## src/mrsrm_pkg.sv

```systemverilog
package mrsrm_pkg;

    localparam int S_TDATA_W = 40;
    localparam int M_TDATA_W = 96;

    localparam logic [1:0] MODE_REQUEST  = 2'd0;
    localparam logic [1:0] MODE_INPUT    = 2'd1;
    localparam logic [1:0] MODE_DISCRETE = 2'd2;

    localparam logic [7:0] FC_READ_COILS     = 8'd1;
    localparam logic [7:0] FC_READ_DISCRETE  = 8'd2;
    localparam logic [7:0] FC_READ_HOLDING   = 8'd3;
    localparam logic [7:0] FC_READ_INPUT     = 8'd4;
    localparam logic [7:0] FC_WRITE_COIL     = 8'd5;
    localparam logic [7:0] FC_WRITE_REG      = 8'd6;
    localparam logic [7:0] FC_WRITE_COILS    = 8'd15;
    localparam logic [7:0] FC_WRITE_REGS     = 8'd16;

    localparam logic [7:0] EXC_ILLEGAL_FUNCTION = 8'd1;
    localparam logic [7:0] EXC_ILLEGAL_ADDRESS  = 8'd2;
    localparam logic [7:0] EXC_ILLEGAL_VALUE    = 8'd3;
    localparam logic [7:0] EXC_FLAG             = 8'h80;

    localparam logic [15:0] MAX_READ_BITS  = 16'd2000;
    localparam logic [15:0] MAX_READ_REGS  = 16'd125;
    localparam logic [15:0] MAX_WRITE_BITS = 16'd1968;
    localparam logic [15:0] MAX_WRITE_REGS = 16'd123;
    localparam logic [15:0] COIL_ON        = 16'hFF00;
    localparam logic [15:0] HOLDING_RESET  = 16'd25000;
    localparam logic [7:0]  COIL_RESET     = 8'h1F;

    typedef enum logic [1:0] {
        K_BYTE,
        K_BYTE_END,
        K_INPUT,
        K_DISC
    } item_kind_t;

    typedef struct packed {
        item_kind_t  kind;
        logic [7:0]  frame_byte;
        logic [3:0]  update_index;
        logic [15:0] update_value;
        logic [6:0]  discrete_bits;
    } queue_item_t;

    typedef enum logic [1:0] {
        R_EXC,
        R_BITS,
        R_REGS,
        R_ECHO
    } resp_kind_t;

    typedef enum logic [2:0] {
        S_IDLE,
        S_DECODE,
        S_WR_HI,
        S_WR_LO,
        S_EMIT
    } state_t;

    // Modbus CRC-16, reflected polynomial 0xA001, one byte.
    function automatic logic [15:0] crc_byte(input logic [15:0] crc_in, input logic [7:0] b);
        logic [15:0] c;
        c = crc_in ^ {8'h00, b};
        for (int i = 0; i < 8; i++) begin
            c = c[0] ? ((c >> 1) ^ 16'hA001) : (c >> 1);
        end
        return c;
    endfunction

endpackage

```

## src/mrsrm_front.sv

```systemverilog
module mrsrm_front import mrsrm_pkg::*; #(
    parameter int INPUT_REG_COUNT = 9
) (
    input  logic                 aclk,
    input  logic                 aresetn,
    input  logic                 s_tvalid,
    output logic                 s_tready,
    input  logic [S_TDATA_W-1:0] s_tdata,
    input  logic [1:0]           s_tuser,
    input  logic                 s_tlast,
    output logic                 q_valid,
    input  logic                 q_ready,
    output queue_item_t          q_item
);

    queue_item_t fifo_reg [2];
    logic        wr_ptr_reg, wr_ptr_next;
    logic        rd_ptr_reg, rd_ptr_next;
    logic [1:0]  count_reg, count_next;
    queue_item_t item;
    logic        keep;
    logic        push, pop;

    // Classify the incoming transfer; unused modes and out-of-range updates are dropped.
    always_comb begin
        item.frame_byte    = s_tdata[7:0];
        item.update_index  = s_tdata[11:8];
        item.update_value  = s_tdata[27:12];
        item.discrete_bits = s_tdata[34:28];
        item.kind          = K_BYTE;
        keep               = 1'b0;
        case (s_tuser)
            MODE_REQUEST: begin
                item.kind = s_tlast ? K_BYTE_END : K_BYTE;
                keep      = 1'b1;
            end
            MODE_INPUT: begin
                item.kind = K_INPUT;
                keep      = ({1'b0, s_tdata[11:8]} < 5'(INPUT_REG_COUNT));
            end
            MODE_DISCRETE: begin
                item.kind = K_DISC;
                keep      = 1'b1;
            end
            default: keep = 1'b0;
        endcase
    end

    assign s_tready = (count_reg != 2'd2);
    assign q_valid  = (count_reg != 2'd0);
    assign q_item   = fifo_reg[rd_ptr_reg];
    assign push     = s_tvalid && s_tready && keep;
    assign pop      = q_valid && q_ready;

    always_comb begin
        wr_ptr_next = push ? ~wr_ptr_reg : wr_ptr_reg;
        rd_ptr_next = pop ? ~rd_ptr_reg : rd_ptr_reg;
        count_next  = count_reg + {1'b0, push} - {1'b0, pop};
    end

    always_ff @(posedge aclk) begin
        if (!aresetn) begin
            wr_ptr_reg <= 1'b0;
            rd_ptr_reg <= 1'b0;
            count_reg  <= 2'd0;
        end else begin
            wr_ptr_reg <= wr_ptr_next;
            rd_ptr_reg <= rd_ptr_next;
            count_reg  <= count_next;
        end
    end

    always_ff @(posedge aclk) begin
        if (push) begin
            fifo_reg[wr_ptr_reg] <= item;
        end
    end

endmodule

```

## src/mrsrm_back.sv

```systemverilog
module mrsrm_back import mrsrm_pkg::*; #(
    parameter int HOLDING_COUNT   = 3,
    parameter int INPUT_REG_COUNT = 9,
    parameter int COIL_COUNT      = 6,
    parameter int DISCRETE_COUNT  = 7,
    parameter int FRAME_BYTES     = 32
) (
    input  logic                 aclk,
    input  logic                 aresetn,
    input  logic                 cfg_wr_en,
    input  logic [7:0]           cfg_wr_data,
    input  logic                 q_valid,
    output logic                 q_ready,
    input  queue_item_t          q_item,
    output logic                 m_tvalid,
    input  logic                 m_tready,
    output logic [M_TDATA_W-1:0] m_tdata,
    output logic                 m_tlast
);

    localparam int IW  = (FRAME_BYTES > 1) ? $clog2(FRAME_BYTES) : 1;
    localparam int LW  = $clog2(FRAME_BYTES + 1);
    localparam int HW  = (HOLDING_COUNT > 1) ? $clog2(HOLDING_COUNT) : 1;
    localparam int RW  = (INPUT_REG_COUNT > 1) ? $clog2(INPUT_REG_COUNT) : 1;
    localparam logic [7:0] COIL_MASK = 8'((9'h1 << COIL_COUNT) - 9'h1);
    localparam logic [7:0] DISC_MASK = 8'((9'h1 << DISCRETE_COUNT) - 9'h1);

    state_t      state_reg, state_next;
    logic [7:0]  buf_reg [FRAME_BYTES];
    logic [LW-1:0] len_reg, len_next;
    logic [15:0] hold_reg [HOLDING_COUNT];
    logic [15:0] inp_reg [INPUT_REG_COUNT];
    logic [7:0]  coil_reg, coil_next;
    logic [7:0]  disc_reg, disc_next;
    logic [15:0] good_reg, good_next;
    logic [15:0] bad_reg, bad_next;
    logic [7:0]  addr_reg;
    resp_kind_t  kind_reg, kind_next;
    logic [7:0]  code_reg, code_next;
    logic [5:0]  n_reg, n_next;
    logic [5:0]  k_reg, k_next;
    logic [15:0] crc_reg, crc_next;
    logic [3:0]  i_reg, i_next;
    logic [7:0]  hi_reg;
    logic        out_valid_reg;
    logic [M_TDATA_W-1:0] out_data_reg;
    logic        out_last_reg;

    logic [7:0]  rx [8];
    logic [7:0]  fc;
    logic [15:0] start, cnt;
    logic [16:0] last;
    logic [7:0]  rd_addr;
    logic [7:0]  rd_byte;
    logic        out_load;
    logic [7:0]  tx_byte;
    logic [7:0]  src8, bits8;
    logic [5:0]  reg_off;
    logic [4:0]  reg_idx;
    logic [15:0] reg_val;
    logic [15:0] hold_pad [3];
    logic        wr_hold_dec, wr_hold_seq;
    logic [HW-1:0] wr_hold_idx;

    // Fixed taps on the request header; bytes not received read as zero.
    always_comb begin
        for (int j = 0; j < 8; j++) begin
            rx[j] = (LW'(j) < len_reg) ? buf_reg[IW'(j)] : 8'h00;
        end
    end

    assign fc    = rx[1];
    assign start = {rx[2], rx[3]};
    assign cnt   = {rx[4], rx[5]};
    assign last  = {1'b0, start} + {1'b0, cnt} - 17'd1;

    // One variable read for the write-multiple-registers data.
    assign rd_addr = (state_reg == S_WR_HI) ? (8'd7 + {3'd0, i_reg, 1'b0})
                                            : (8'd8 + {3'd0, i_reg, 1'b0});
    assign rd_byte = ({1'b0, rd_addr} < 9'(len_reg)) ? buf_reg[rd_addr[IW-1:0]] : 8'h00;

    assign q_ready  = (state_reg == S_IDLE);
    assign out_load = (state_reg == S_EMIT) && (!out_valid_reg || m_tready);

    always_comb begin
        for (int j = 0; j < 3; j++) begin
            hold_pad[j] = (j < HOLDING_COUNT) ? hold_reg[HW'(j)] : 16'h0000;
        end
    end

    // Response byte at position k.
    always_comb begin
        src8    = (fc == FC_READ_COILS) ? coil_reg : disc_reg;
        bits8   = 8'((src8 >> start[2:0]) & 8'((9'h1 << cnt[3:0]) - 9'h1));
        reg_off = (k_reg - 6'd3) >> 1;
        reg_idx = 5'(start[3:0]) + 5'(reg_off);
        if (fc == FC_READ_HOLDING) begin
            reg_val = ({1'b0, reg_idx} < 6'(HOLDING_COUNT)) ? hold_reg[reg_idx[HW-1:0]] : 16'h0;
        end else begin
            reg_val = ({1'b0, reg_idx} < 6'(INPUT_REG_COUNT)) ? inp_reg[reg_idx[RW-1:0]] : 16'h0;
        end
        tx_byte = 8'h00;
        case (kind_reg)
            R_EXC: begin
                case (k_reg)
                    6'd0:    tx_byte = rx[0];
                    6'd1:    tx_byte = rx[1] | EXC_FLAG;
                    default: tx_byte = code_reg;
                endcase
            end
            R_BITS: begin
                case (k_reg)
                    6'd0:    tx_byte = addr_reg;
                    6'd1:    tx_byte = fc;
                    6'd2:    tx_byte = 8'((cnt + 16'd7) >> 3);
                    default: tx_byte = bits8;
                endcase
            end
            R_REGS: begin
                case (k_reg)
                    6'd0:    tx_byte = addr_reg;
                    6'd1:    tx_byte = fc;
                    6'd2:    tx_byte = {cnt[6:0], 1'b0};
                    default: tx_byte = (k_reg[0]) ? reg_val[15:8] : reg_val[7:0];
                endcase
            end
            default: begin
                case (k_reg)
                    6'd0:    tx_byte = addr_reg;
                    6'd1:    tx_byte = rx[1];
                    6'd2:    tx_byte = rx[2];
                    6'd3:    tx_byte = rx[3];
                    6'd4:    tx_byte = rx[4];
                    default: tx_byte = rx[5];
                endcase
            end
        endcase
    end

    // Next state.
    always_comb begin
        state_next = state_reg;
        case (state_reg)
            S_IDLE: begin
                if (q_valid && q_item.kind == K_BYTE_END) begin
                    state_next = S_DECODE;
                end
            end
            S_DECODE: begin
                if (fc == FC_WRITE_REGS && cnt != 16'd0 && cnt <= MAX_WRITE_REGS
                        && last < 17'(HOLDING_COUNT)) begin
                    state_next = S_WR_HI;
                end else begin
                    state_next = S_EMIT;
                end
            end
            S_WR_HI: state_next = S_WR_LO;
            S_WR_LO: state_next = ({12'd0, i_reg} == cnt - 16'd1) ? S_EMIT : S_WR_HI;
            S_EMIT: begin
                if (out_load && k_reg == n_reg + 6'd1) begin
                    state_next = S_IDLE;
                end
            end
            default: state_next = S_IDLE;
        endcase
    end

    // Datapath next values.
    always_comb begin
        len_next    = len_reg;
        coil_next   = coil_reg;
        disc_next   = disc_reg;
        good_next   = good_reg;
        bad_next    = bad_reg;
        kind_next   = kind_reg;
        code_next   = code_reg;
        n_next      = n_reg;
        k_next      = k_reg;
        crc_next    = crc_reg;
        i_next      = i_reg;
        wr_hold_dec = 1'b0;
        wr_hold_seq = 1'b0;
        wr_hold_idx = start[HW-1:0];
        case (state_reg)
            S_IDLE: begin
                if (q_valid) begin
                    case (q_item.kind)
                        K_BYTE, K_BYTE_END: begin
                            if (len_reg < LW'(FRAME_BYTES)) begin
                                len_next = len_reg + LW'(1);
                            end
                        end
                        K_DISC:  disc_next = {1'b0, q_item.discrete_bits} & DISC_MASK;
                        default: disc_next = disc_reg;
                    endcase
                end
            end
            S_DECODE: begin
                kind_next = R_EXC;
                n_next    = 6'd3;
                code_next = EXC_ILLEGAL_FUNCTION;
                k_next    = 6'd0;
                crc_next  = 16'hFFFF;
                i_next    = 4'd0;
                case (fc)
                    FC_READ_COILS, FC_READ_DISCRETE: begin
                        if (cnt == 16'd0 || cnt > MAX_READ_BITS) begin
                            code_next = EXC_ILLEGAL_VALUE;
                        end else if (last >= ((fc == FC_READ_COILS) ? 17'(COIL_COUNT)
                                                                    : 17'(DISCRETE_COUNT))) begin
                            code_next = EXC_ILLEGAL_ADDRESS;
                        end else begin
                            kind_next = R_BITS;
                            n_next    = 6'd4;
                        end
                    end
                    FC_READ_HOLDING, FC_READ_INPUT: begin
                        if (cnt == 16'd0 || cnt > MAX_READ_REGS) begin
                            code_next = EXC_ILLEGAL_VALUE;
                        end else if (last >= ((fc == FC_READ_HOLDING) ? 17'(HOLDING_COUNT)
                                                                      : 17'(INPUT_REG_COUNT))) begin
                            code_next = EXC_ILLEGAL_ADDRESS;
                        end else begin
                            kind_next = R_REGS;
                            n_next    = 6'd3 + {cnt[4:0], 1'b0};
                        end
                    end
                    FC_WRITE_COIL: begin
                        if (start >= 16'(COIL_COUNT)) begin
                            code_next = EXC_ILLEGAL_ADDRESS;
                        end else begin
                            kind_next = R_ECHO;
                            n_next    = 6'd6;
                            if (cnt == COIL_ON) begin
                                coil_next = (coil_reg | (8'h1 << start[2:0])) & COIL_MASK;
                            end else if (cnt == 16'd0) begin
                                coil_next = coil_reg & ~(8'h1 << start[2:0]) & COIL_MASK;
                            end
                        end
                    end
                    FC_WRITE_REG: begin
                        if (start >= 16'(HOLDING_COUNT)) begin
                            code_next = EXC_ILLEGAL_ADDRESS;
                        end else begin
                            kind_next   = R_ECHO;
                            n_next      = 6'd6;
                            wr_hold_dec = 1'b1;
                        end
                    end
                    FC_WRITE_COILS: begin
                        if (cnt == 16'd0 || cnt > MAX_WRITE_BITS) begin
                            code_next = EXC_ILLEGAL_VALUE;
                        end else if (last >= 17'(COIL_COUNT)) begin
                            code_next = EXC_ILLEGAL_ADDRESS;
                        end else begin
                            kind_next = R_ECHO;
                            n_next    = 6'd6;
                            for (int j = 0; j < COIL_COUNT; j++) begin
                                if (16'(j) >= start && 17'(j) <= last) begin
                                    coil_next[j] = rx[7][3'(16'(j) - start)];
                                end
                            end
                        end
                    end
                    FC_WRITE_REGS: begin
                        if (cnt == 16'd0 || cnt > MAX_WRITE_REGS) begin
                            code_next = EXC_ILLEGAL_VALUE;
                        end else if (last >= 17'(HOLDING_COUNT)) begin
                            code_next = EXC_ILLEGAL_ADDRESS;
                        end else begin
                            kind_next = R_ECHO;
                            n_next    = 6'd6;
                        end
                    end
                    default: code_next = EXC_ILLEGAL_FUNCTION;
                endcase
                if (kind_next == R_EXC) begin
                    bad_next = bad_reg + 16'd1;
                end else begin
                    good_next = good_reg + 16'd1;
                end
            end
            S_WR_LO: begin
                wr_hold_seq = 1'b1;
                wr_hold_idx = HW'(5'(start[3:0]) + 5'(i_reg));
                i_next      = i_reg + 4'd1;
            end
            S_EMIT: begin
                if (out_load) begin
                    k_next = k_reg + 6'd1;
                    if (k_reg < n_reg) begin
                        crc_next = crc_byte(crc_reg, tx_byte);
                    end
                    if (k_reg == n_reg + 6'd1) begin
                        len_next = '0;
                    end
                end
            end
            default: k_next = k_reg;
        endcase
    end

    always_ff @(posedge aclk) begin
        if (!aresetn) begin
            state_reg     <= S_IDLE;
            len_reg       <= '0;
            coil_reg      <= COIL_RESET & COIL_MASK;
            disc_reg      <= 8'h00;
            good_reg      <= 16'd0;
            bad_reg       <= 16'd0;
            addr_reg      <= 8'd1;
            out_valid_reg <= 1'b0;
            for (int j = 0; j < HOLDING_COUNT; j++) begin
                hold_reg[j] <= (j < 2) ? HOLDING_RESET : 16'h0000;
            end
            for (int j = 0; j < INPUT_REG_COUNT; j++) begin
                inp_reg[j] <= 16'h0000;
            end
        end else begin
            state_reg <= state_next;
            len_reg   <= len_next;
            coil_reg  <= coil_next;
            disc_reg  <= disc_next;
            good_reg  <= good_next;
            bad_reg   <= bad_next;
            if (cfg_wr_en) begin
                addr_reg <= cfg_wr_data;
            end
            if (wr_hold_dec) begin
                hold_reg[wr_hold_idx] <= cnt;
            end else if (wr_hold_seq) begin
                hold_reg[wr_hold_idx] <= {hi_reg, rd_byte};
            end
            if (state_reg == S_IDLE && q_valid && q_item.kind == K_INPUT) begin
                inp_reg[q_item.update_index[RW-1:0]] <= q_item.update_value;
            end
            if (out_load) begin
                out_valid_reg <= 1'b1;
            end else if (m_tready) begin
                out_valid_reg <= 1'b0;
            end
        end
    end

    always_ff @(posedge aclk) begin
        kind_reg <= kind_next;
        code_reg <= code_next;
        n_reg    <= n_next;
        k_reg    <= k_next;
        crc_reg  <= crc_next;
        i_reg    <= i_next;
        if (state_reg == S_WR_HI) begin
            hi_reg <= rd_byte;
        end
        if (state_reg == S_IDLE && q_valid && len_reg < LW'(FRAME_BYTES)
                && (q_item.kind == K_BYTE || q_item.kind == K_BYTE_END)) begin
            buf_reg[len_reg[IW-1:0]] <= q_item.frame_byte;
        end
        if (out_load) begin
            out_last_reg <= (k_reg == n_reg + 6'd1);
            out_data_reg <= {2'b00, bad_reg, good_reg, hold_pad[2], hold_pad[1], hold_pad[0],
                             coil_reg[5:0],
                             (k_reg < n_reg) ? tx_byte
                                 : (k_reg == n_reg) ? crc_reg[7:0] : crc_reg[15:8]};
        end
    end

    assign m_tvalid = out_valid_reg;
    assign m_tdata  = out_data_reg;
    assign m_tlast  = out_last_reg;

endmodule

```

## src/modbus_rtu_slave_register_map_unit.sv

```systemverilog
// Modbus RTU slave register map.
// The slave-side stream carries one item per transfer. s_tuser selects the kind:
// a request byte (s_tlast marks the last byte of a frame), an input register
// update, or a discrete input update. Items pass through a two-entry queue to a
// sequencer that buffers the frame, serves it at its last byte and emits the
// response, one byte per master-side transfer, with the CRC appended low byte
// first and m_tlast on the final byte. Each response byte also carries the coil
// states, holding registers 0 to 2 and the success and error counters.
// The sequencer takes a request byte or an update while idle. A closed frame is
// decoded, the holding registers of a write-multiple request are written, then
// the response (5 to 23 bytes) goes out one byte per cycle while unstalled.
// The single sequencer sets the rate: one item is worked at a time.
// Reset (aresetn low, synchronous) empties the queue, clears the frame buffer
// and counters, loads holding registers 0 and 1 with 25000 and the coils with
// 0x1F, and sets the station address to 1. When the receiver stalls, the
// output register holds its byte and the sequencer waits; the queue keeps
// accepting until it is full, then s_tready falls. The user writes the station
// address via cfg_wr_en/cfg_wr_data only while idle; the block does not check it.
module modbus_rtu_slave_register_map_unit import mrsrm_pkg::*; #(
    parameter int HOLDING_COUNT   = 3,
    parameter int INPUT_REG_COUNT = 9,
    parameter int COIL_COUNT      = 6,
    parameter int DISCRETE_COUNT  = 7,
    parameter int FRAME_BYTES     = 32
) (
    input  logic                 aclk,
    input  logic                 aresetn,
    input  logic                 cfg_wr_en,
    input  logic [7:0]           cfg_wr_data,
    input  logic                 s_tvalid,
    output logic                 s_tready,
    // frame_byte[7:0], update_index[11:8], update_value[27:12],
    // discrete_bits[34:28], zero fill above.
    input  logic [S_TDATA_W-1:0] s_tdata,
    // mode[1:0].
    input  logic [1:0]           s_tuser,
    input  logic                 s_tlast,
    output logic                 m_tvalid,
    input  logic                 m_tready,
    // reply_byte[7:0], coil_states[13:8], pwm_red[29:14], pwm_green[45:30],
    // pwm_blue[61:46], good_requests[77:62], bad_requests[93:78], zero fill above.
    output logic [M_TDATA_W-1:0] m_tdata,
    output logic                 m_tlast
);

    logic        q_valid;
    logic        q_ready;
    queue_item_t q_item;

    mrsrm_front #(
        .INPUT_REG_COUNT(INPUT_REG_COUNT)
    ) u_front (
        .aclk    (aclk),
        .aresetn (aresetn),
        .s_tvalid(s_tvalid),
        .s_tready(s_tready),
        .s_tdata (s_tdata),
        .s_tuser (s_tuser),
        .s_tlast (s_tlast),
        .q_valid (q_valid),
        .q_ready (q_ready),
        .q_item  (q_item)
    );

    mrsrm_back #(
        .HOLDING_COUNT  (HOLDING_COUNT),
        .INPUT_REG_COUNT(INPUT_REG_COUNT),
        .COIL_COUNT     (COIL_COUNT),
        .DISCRETE_COUNT (DISCRETE_COUNT),
        .FRAME_BYTES    (FRAME_BYTES)
    ) u_back (
        .aclk       (aclk),
        .aresetn    (aresetn),
        .cfg_wr_en  (cfg_wr_en),
        .cfg_wr_data(cfg_wr_data),
        .q_valid    (q_valid),
        .q_ready    (q_ready),
        .q_item     (q_item),
        .m_tvalid   (m_tvalid),
        .m_tready   (m_tready),
        .m_tdata    (m_tdata),
        .m_tlast    (m_tlast)
    );

endmodule

```

## config.mk

```make
export PLATFORM = sky130hd
export DESIGN_NAME = modbus_rtu_slave_register_map_unit
export DESIGN_NICKNAME = d
export VERILOG_FILES = /design/src/mrsrm_pkg.sv /design/src/mrsrm_front.sv /design/src/mrsrm_back.sv /design/src/modbus_rtu_slave_register_map_unit.sv
export SDC_FILE = /design/constraint.sdc
export NUM_CORES = 1
export LEC_CHECK = 0
export ABC_AREA = 1
export BUFFER_PORTS_ARGS = -buffer_cell sky130_fd_sc_hd__buf_2
export CAP_MARGIN = 30
export CORE_AREA = 10 10 269 297
export DETAILED_ROUTE_END_ITERATION = 8
export DIE_AREA = 0 0 279 307
export PLACE_DENSITY = 0.72
export SKIP_CTS_REPAIR_TIMING = 1
export SLEW_MARGIN = 30
export SYNTH_ARGS = -nofsm -noshare
export SYNTH_HDL_FRONTEND = slang
export SYNTH_SLANG_ARGS = --single-unit
export TNS_END_PERCENT = 10
```

## constraint.sdc

```tcl
create_clock -name aclk -period 12.2 [get_ports aclk]
set_input_delay 2.44 -clock aclk [delete_from_list [all_inputs] [get_ports aclk]]
set_output_delay 2.44 -clock aclk [all_outputs]
set_load 0.01 [all_outputs]
```

# ---- Yosys cells after proc, flatten, opt, wreduce, memory -nomap -nowiden
# Memories as Yosys holds them, arrays and structs flattened. A register that Yosys moved wholly into a read port is not among the register bits.
# Index checks and enable logic that the tools add are counted.
dict set report totals {
  elab_cells 365
  mem_bits_rw 522
  n_memories 4
  ff_bits 214
}
dict set report op_classes {
  mux 140
  order_cmp 43
  bitwise 18
  add_sub_neg 25
  n_eq_ne 46
  shifts 3
  reduce_logical 60
}
# name words word_bits rd rd_clocked_by_memory_dff wr line_no
set mem_list {}
lappend mem_list {u_back.buf_reg 32 8 8 0 1 mrsrm_back.sv:29} ;# logic [7:0] buf_reg [FRAME_BYTES];
lappend mem_list {u_back.inp_reg 9 16 1 0 9 mrsrm_back.sv:32} ;# logic [15:0] inp_reg [INPUT_REG_COUNT];
lappend mem_list {u_front.fifo_reg 2 37 1 1 1 mrsrm_front.sv:16} ;# queue_item_t fifo_reg [2];
lappend mem_list {u_back.hold_reg 3 16 4 3 3 mrsrm_back.sv:31} ;# logic [15:0] hold_reg [HOLDING_COUNT];
# op count
set ops {}
lappend ops {{16-bit two-way mux} 16}
lappend ops {{8-bit two-way mux} 19}
lappend ops {{6-bit two-way mux} 14}
lappend ops {{8-bit case mux with 3 select lines} 3}
lappend ops {{8-bit case mux with 6 select lines} 1}
lappend ops {{7-bit AND reduction} 6}
lappend ops {{1-bit two-way mux} 40}
lappend ops {{8-bit case mux with 5 select lines} 1}
lappend ops {{2-bit two-way mux} 18}
lappend ops {{6-bit case mux with 2 select lines} 3}
lappend ops {{6-bit case mux with 6 select lines} 1}
lappend ops {{17-bit greater-or-equal comparator} 2}
lappend ops {{1-bit by 17-bit less-or-equal comparator with 1-bit output, first input constant} 2}
lappend ops {{2-bit by 17-bit less-or-equal comparator with 1-bit output, first input constant} 2}
lappend ops {{3-bit by 17-bit less-or-equal comparator with 1-bit output, first input constant} 2}
lappend ops {{16-bit by 1-bit adder with 16-bit output, second input constant} 2}
lappend ops {{1-bit by 16-bit greater-or-equal comparator with 1-bit output, first input constant} 2}
lappend ops {{2-bit by 16-bit greater-or-equal comparator with 1-bit output, first input constant} 2}
lappend ops {{3-bit by 16-bit greater-or-equal comparator with 1-bit output, first input constant} 2}
lappend ops {{16-bit by 11-bit greater-than comparator with 1-bit output, second input constant} 2}
lappend ops {{16-bit by 7-bit greater-than comparator with 1-bit output, second input constant} 2}
lappend ops {{16-bit case mux with 2 select lines} 1}
lappend ops {{16-bit OR reduction} 2}
lappend ops {{3-bit two-way mux} 9}
lappend ops {{86 further kinds} 181}

# ---- Logic depth before layout (Yosys ltp)
dict set report logic_depth {
  depth_word 29
  mapped_depth 37
  ltp_nobuf 35
}

# ---- Hierarchy
# From an unflattened synthesis, not the netlist that was laid out.
dict set report unflattened {
  cells_unflattened 3901
  area_unflattened_um2 40378.7
}
# mod cells_per_inst area_each_um2 instances
set modules_own_cells {}
lappend modules_own_cells {mrsrm_back 3741 37221.9 1}
lappend modules_own_cells {mrsrm_front 160 3156.8 1}

# ---- Least setup slack after synthesis
# Ideal clock, no wire load.
dict set report synth_path {
  kind {input port to flip-flop}
  from {input m_tready}
  to {register u_back.crc_reg[0] (enable)}
  required_ns 11.789
  cell_stages 4
  t_arrival_ns 8.187
  setup_slack_ns 3.601
  cell_sequence {nor2_1 -> nor2_1 -> inv_1 -> o21ai_0}
}
dict set report synth_via {
  elab_chain_len 4
}
# element line_no
set synth_lines {}
lappend synth_lines {{from (decl)} modbus_rtu_slave_register_map_unit.sv:39} ;# input logic m_tready,
lappend synth_lines {{1-bit logical OR} mrsrm_back.sv:83} ;# assign out_load = (state_reg == S_EMIT) && (!out_valid_reg || m_tready);
lappend synth_lines {{1-bit logical AND} mrsrm_back.sv:83}
lappend synth_lines {{via u_back.out_load} mrsrm_back.sv:55} ;# logic out_load;
lappend synth_lines {{2-bit by 1-bit != test with 1-bit output (no source line)} --}
lappend synth_lines {{3-bit AND reduction (no source line)} --}
lappend synth_lines {{to (signal assigned)} mrsrm_back.sv:350} ;# crc_reg <= crc_next;
lappend synth_lines {{to (decl)} mrsrm_back.sv:42} ;# logic [15:0] crc_reg, crc_next;
# The timed path passes the listed nets, and every way through them passes these cells.
# A chain may end at the register's enable or synchronous reset.

# ---- Worst setup path in the final report
dict set report layout_path {
  from {register u_back.len_reg[4]}
  to {register u_back.crc_reg[0], data pin}
}
dict set report layout_via {
  elab_chain_len 22
}
# element line_no
set layout_lines {}
lappend layout_lines {{from (decl)} mrsrm_back.sv:30} ;# logic [LW-1:0] len_reg, len_next;
lappend layout_lines {{from (signal assigned)} mrsrm_back.sv:321} ;# len_reg <= len_next;
lappend layout_lines {{2-bit by 6-bit less-than comparator with 1-bit output} mrsrm_back.sv:68} ;# rx[j] = (LW'(j) < len_reg) ? buf_reg[IW'(j)] : 8'h00;
lappend layout_lines {{8-bit two-way mux} mrsrm_back.sv:68}
lappend layout_lines {{4-bit by 5-bit adder with 5-bit output} mrsrm_back.sv:96} ;# reg_idx = 5'(start[3:0]) + 5'(reg_off);
lappend layout_lines {{5-bit by 4-bit less-than comparator with 1-bit output, or another cell as far along} mrsrm_back.sv:100} ;# reg_val = ({1'b0, reg_idx} < 6'(INPUT_REG_COUNT)) ? inp_reg[reg_idx[RW-1:0]] : 16'h0;
lappend layout_lines {{16-bit two-way mux (on tied branches)} {mrsrm_back.sv:100, mrsrm_back.sv:98}}
lappend layout_lines {{16-bit two-way mux} mrsrm_back.sv:97} ;# if (fc == FC_READ_HOLDING) begin
lappend layout_lines {{8-bit two-way mux} mrsrm_back.sv:124} ;# default: tx_byte = (k_reg[0]) ? reg_val[15:8] : reg_val[7:0];
lappend layout_lines {{8-bit case mux with 3 select lines} mrsrm_back.sv:120} ;# case (k_reg)
lappend layout_lines {{8-bit case mux with 3 select lines *} mrsrm_back.sv:103} ;# case (kind_reg)
lappend layout_lines {{16-bit by 8-bit bitwise XOR with 16-bit output *} mrsrm_pkg.sv:65} ;# c = crc_in ^ {8'h00, b};
lappend layout_lines {{16-bit two-way mux * (6 in a row)} mrsrm_pkg.sv:67} ;# c = c[0] ? ((c >> 1) ^ 16'hA001) : (c >> 1);
lappend layout_lines {{2-bit inverter with 3-bit output (no source line) or 16-bit two-way mux (tied branches)} --}
lappend layout_lines {{16-bit two-way mux * (2 in a row)} mrsrm_pkg.sv:67}
lappend layout_lines {{16-bit two-way mux *} mrsrm_back.sv:291} ;# if (k_reg < n_reg) begin
lappend layout_lines {{16-bit two-way mux *} mrsrm_back.sv:289} ;# if (out_load) begin
lappend layout_lines {{16-bit case mux with 2 select lines *} mrsrm_back.sv:184} ;# case (state_reg)
# Every way passes the cells marked *; elsewhere a longest branch is shown, timed or not. The select of a mux whose other input is x is not followed.

==> flow_summary.rst <==
.. list-table::
   :header-rows: 1

   * - Metric
     - Value
   * - Final Slew Violations
     - 0
   * - Number of clock buffers inserted by TritonCTS
     - 85
   * - Detailed-route via count
     - approximately 30000
   * - Mean number of vias per cell
     - 5.987
   * - Share of the synthesized area in the top cell type
     - 0.5893
   * - Final min period
     - 6.811 ns
   * - I/O pin count
     - around 160
   * - Syn Inst Count
     - 3860
   * - Pwr dens
     - 253.9 nW/µm²
   * - Worst hold-check slack
     - 0.4455 ns
   * - Portion of the clock cycle consumed by the worst path in the final layout
     - 0.5583
   * - Mean routed wirelength per cell
     - 22.99 µm
   * - VDD IR-drop max
     - 0.2275 mV
   * - Relative slew slack
     - 0.2873
   * - Core outline area
     - 73830 µm²
   * - Initial antenna violation count
     - 3
   * - Die footprint
     - between 80000 and 90000 µm²
   * - Total of flip-flops plus latches after synthesis
     - around 860
   * - Sink Count
     - roughly 860
   * - Drc violations
     - 0
   * - Highest cell delay on the worst timing path
     - a little under 0.8 ns
   * - Global routing usage summed across all routing layers
     - 0.2647
   * - Leakage
     - 17.07 nW
   * - Largest net degree at the start of global routing
     - 88
   * - Count of buffers inserted at the top-level ports
     - 147
   * - Cell type of the slowest stage on the worst timing path
     - sky130_fd_sc_hd__clkinv_1
   * - Unrepaired setup endpoints after global routing
     - false
   * - CTS H-Tree Depth
     - 3
   * - Number of nets in the final layout
     - 4152
   * - Buffer cell driving the clock tree root
     - sky130_fd_sc_hd__clkbuf_16
   * - Number of synthesized flops with an enable pin
     - 789
   * - Antenna fix cells
     - 0
   * - Critical path peak fanout
     - 18
   * - DR iter-0 viols
     - between 3000 and 4000
   * - Residual overflow from global routing
     - 0
   * - Startpoint type of the worst setup path
     - flip-flop
   * - Length of the first detailed-routing pass in iterations
     - 8
   * - Library cell appearing most often on the critical path
     - sky130_fd_sc_hd__nand3_1
   * - Worst setup path class
     - reg -> reg
   * - Post-synth top flop
     - sky130_fd_sc_hd__edfxtp_1
   * - Clock Latency Late Sink
     - about 0.66 ns
   * - Maximum clock frequency
     - 146.8 MHz
   * - Post-DRT Antenna Nets
     - 0
   * - Chip Width
     - between 200 and 300 µm
   * - Asr flop ratio synth
     - 0
   * - Post-synthesis cell type with the largest combined area
     - sky130_fd_sc_hd__edfxtp_1
   * - Yosys warns
     - 0
   * - Final hold violation count
     - 0
   * - Wire length reported by the detailed router
     - 115800 µm
   * - Share of the yosys chip area belonging to registers
     - 0.6231
   * - Total of endpoints with negative setup slack in the final report
     - 0
   * - Largest buffer count on any clock path
     - 3
   * - CTS tree
     - built
   * - Hold Path Class
     - reg -> reg
   * - Largest clock skew in the final design
     - 0.03703 ns
   * - Area Growth Syn to Fin
     - 11.63%
   * - Vias in the first global route
     - 28550
   * - Post-detailed-placement half-perimeter wirelength
     - 78760 µm
   * - Total negative setup slack
     - 0 ns
   * - # Max-Cap Violations
     - 0
   * - Synth Area per Inst
     - ~10 µm²
   * - Run status
     - finished, final reports clean
   * - Layout filler cell count
     - 6005
   * - Fraction of final layout cells sized beyond drive strength 1
     - 0.1117
   * - Required time worst endpoint
     - 12.59 ns
   * - Die height
     - a little over 300 µm
   * - Slew at the pin closest to its max-slew limit
     - 1.058 ns
   * - Library cells used by synthesis
     - 73
   * - Std-Cell Rows
     - 105
   * - Endpoint type of the worst setup path
     - flip-flop
   * - Worst endpoint data arrival time
     - between 7 and 8 ns
   * - Global-route wire length before repair
     - 174100 µm
   * - Area contributors post-synth
     - sky130_fd_sc_hd__edfxtp_1 (59%), sky130_fd_sc_hd__nand2_1 (6.6%), sky130_fd_sc_hd__nor2_1 (4.6%)
   * - Post-synth design cell area
     - about 40000 µm²
   * - Clock edge transition at the registers on the reported setup and hold paths
     - 0.06 ns
   * - Starting utilization of the core area
     - 0.5446
   * - Weighted congestion at the end of routability-driven global placement
     - about 1.0
## cells by family after synthesis
kind of cell	Yosys count	share of synthesized area
AO/OA/AOI/OAI	710	0.1076
XOR/XNOR	50	0.01145
adder cells (fa/ha/maj)	86	0.02714
buffers and inverters	490	0.04814
flip-flops	857	0.6231
multiplexers	38	0.009460
other	1	0.00009327
AND/OR/NAND/NOR	1628	0.1730
## cells in the final DEF (no fill, tap or decap), drive strengths merged, types with 13 or more instances in the layout
| cell | Yosys | final |
|---|---|---|
| a21oi | 197 | 197 |
| a22o | 14 | 14 |
| a22oi | 41 | 41 |
| a31oi | 13 | 13 |
| buf | 54 | 216 |
| clkbuf | 100 | 100 |
| clkinv | 9 | 41 |
| dfxtp | 68 | 68 |
| edfxtp | 789 | 789 |
| ha | 84 | 84 |
| inv | 327 | 332 |
| mux2i | 38 | 38 |
| nand2 | 717 | 717 |
| nand3 | 257 | 257 |
| nand4 | 48 | 48 |
| nor2 | 508 | 508 |
| nor3 | 39 | 39 |
| nor4 | 18 | 18 |
| o211ai | 32 | 32 |
| o21ai | 228 | 228 |
| o221ai | 41 | 41 |
| o22ai | 61 | 61 |
| o31ai | 17 | 17 |
| or2 | 34 | 34 |
| xnor2 | 13 | 13 |
| xor2 | 37 | 37 |
## power breakdown
group	total, mW	internal (mW)	switching, mW
registers	3.67	3.57	0.102
clock network	2.59	1.46	1.14
logic	5.13	1.45	3.68
## final timing paths
| path | end | slack (ns) | start | depth (start not counted) |
|---|---|---|---|---|
| worst max-delay path | u_back.crc_reg[0] | 5.39 | u_back.len_reg[4] | 30 |
| worst min-delay path | m_tdata[26] | 0.45 | u_back.hold_reg[0][12] | 0 |
| worst max register to register | u_back.crc_reg[0] | 5.39 | u_back.len_reg[4] | 30 |
| worst min register to register | m_tdata[26] | 0.45 | u_back.hold_reg[0][12] | 0 |
## critical path: cells and delay by family (launching register included)
kind / cells / cell delay (ns)
AOI/OAI and AO/OA: 2 / 0.46
xor gates and xnor gates: 1 / 0.75
adders and majority gates: 1 / 0.41
buffers and inverters: 6 / 2.01
DFF: 1 / 0.46
and+or+nand+nor: 20 / 2.38
## synthesized netlist by cell type (38+ instances only)
cell type                    n
sky130_fd_sc_hd__nand3_1   249
sky130_fd_sc_hd__a21oi_1   196
sky130_fd_sc_hd__o22ai_1    61
sky130_fd_sc_hd__dfxtp_1    68
sky130_fd_sc_hd__nand4_1    45
sky130_fd_sc_hd__clkbuf_1  100
sky130_fd_sc_hd__edfxtp_1  789
sky130_fd_sc_hd__a22oi_1    41
sky130_fd_sc_hd__ha_1       84
sky130_fd_sc_hd__nor2_1    494
sky130_fd_sc_hd__mux2i_1    38
sky130_fd_sc_hd__o221ai_1   41
sky130_fd_sc_hd__inv_1     311
sky130_fd_sc_hd__nand2_1   702
sky130_fd_sc_hd__o21ai_0   202
## layout make-up
cell class,count,area (µm²),area share
Sequential cell,857,25050,0.5582
Multi-Input combinational cell,2514,13320,0.2968
Clock buffer,100,2205,0.04912
Timing Repair Buffer,216,1297,0.02891
Inverter,336,1264,0.02816
Tap cell,963,1205,0.02685
Clock inverter,52,534.3,0.01190
## per-layer routing
metal / track usage / up-vias / part of all wire
met5: 0 / - / 0.00029
met2: 0.4407 / 1420 / 0.48
met1: 0.3455 / 14560 / 0.40
li1: - / 13920 / -
met4: 0.1105 / 6 / 0.041
met3: 0.03591 / 253 / 0.081
## stage by stage
step / setup WS [ns] / util / instances / cell area (µm²) / power [mW]
after global placement: 5.645 / 0.5698 / 4883 / 42070 / 8.665
after detailed placement: 5.569 / 0.5707 / 4886 / 42140 / 8.748
after global routing: 4.866 / 0.6079 / 5038 / 44880 / 12.00
after CTS: 5.519 / 0.6078 / 5038 / 44880 / 11.33
after floorplan: 3.601 / - / 3861 / 40210 / 7.118
final: 5.389 / 0.6079 / 5038 / 44880 / 11.40
Note: power is estimated with default switching activity, not from simulation.
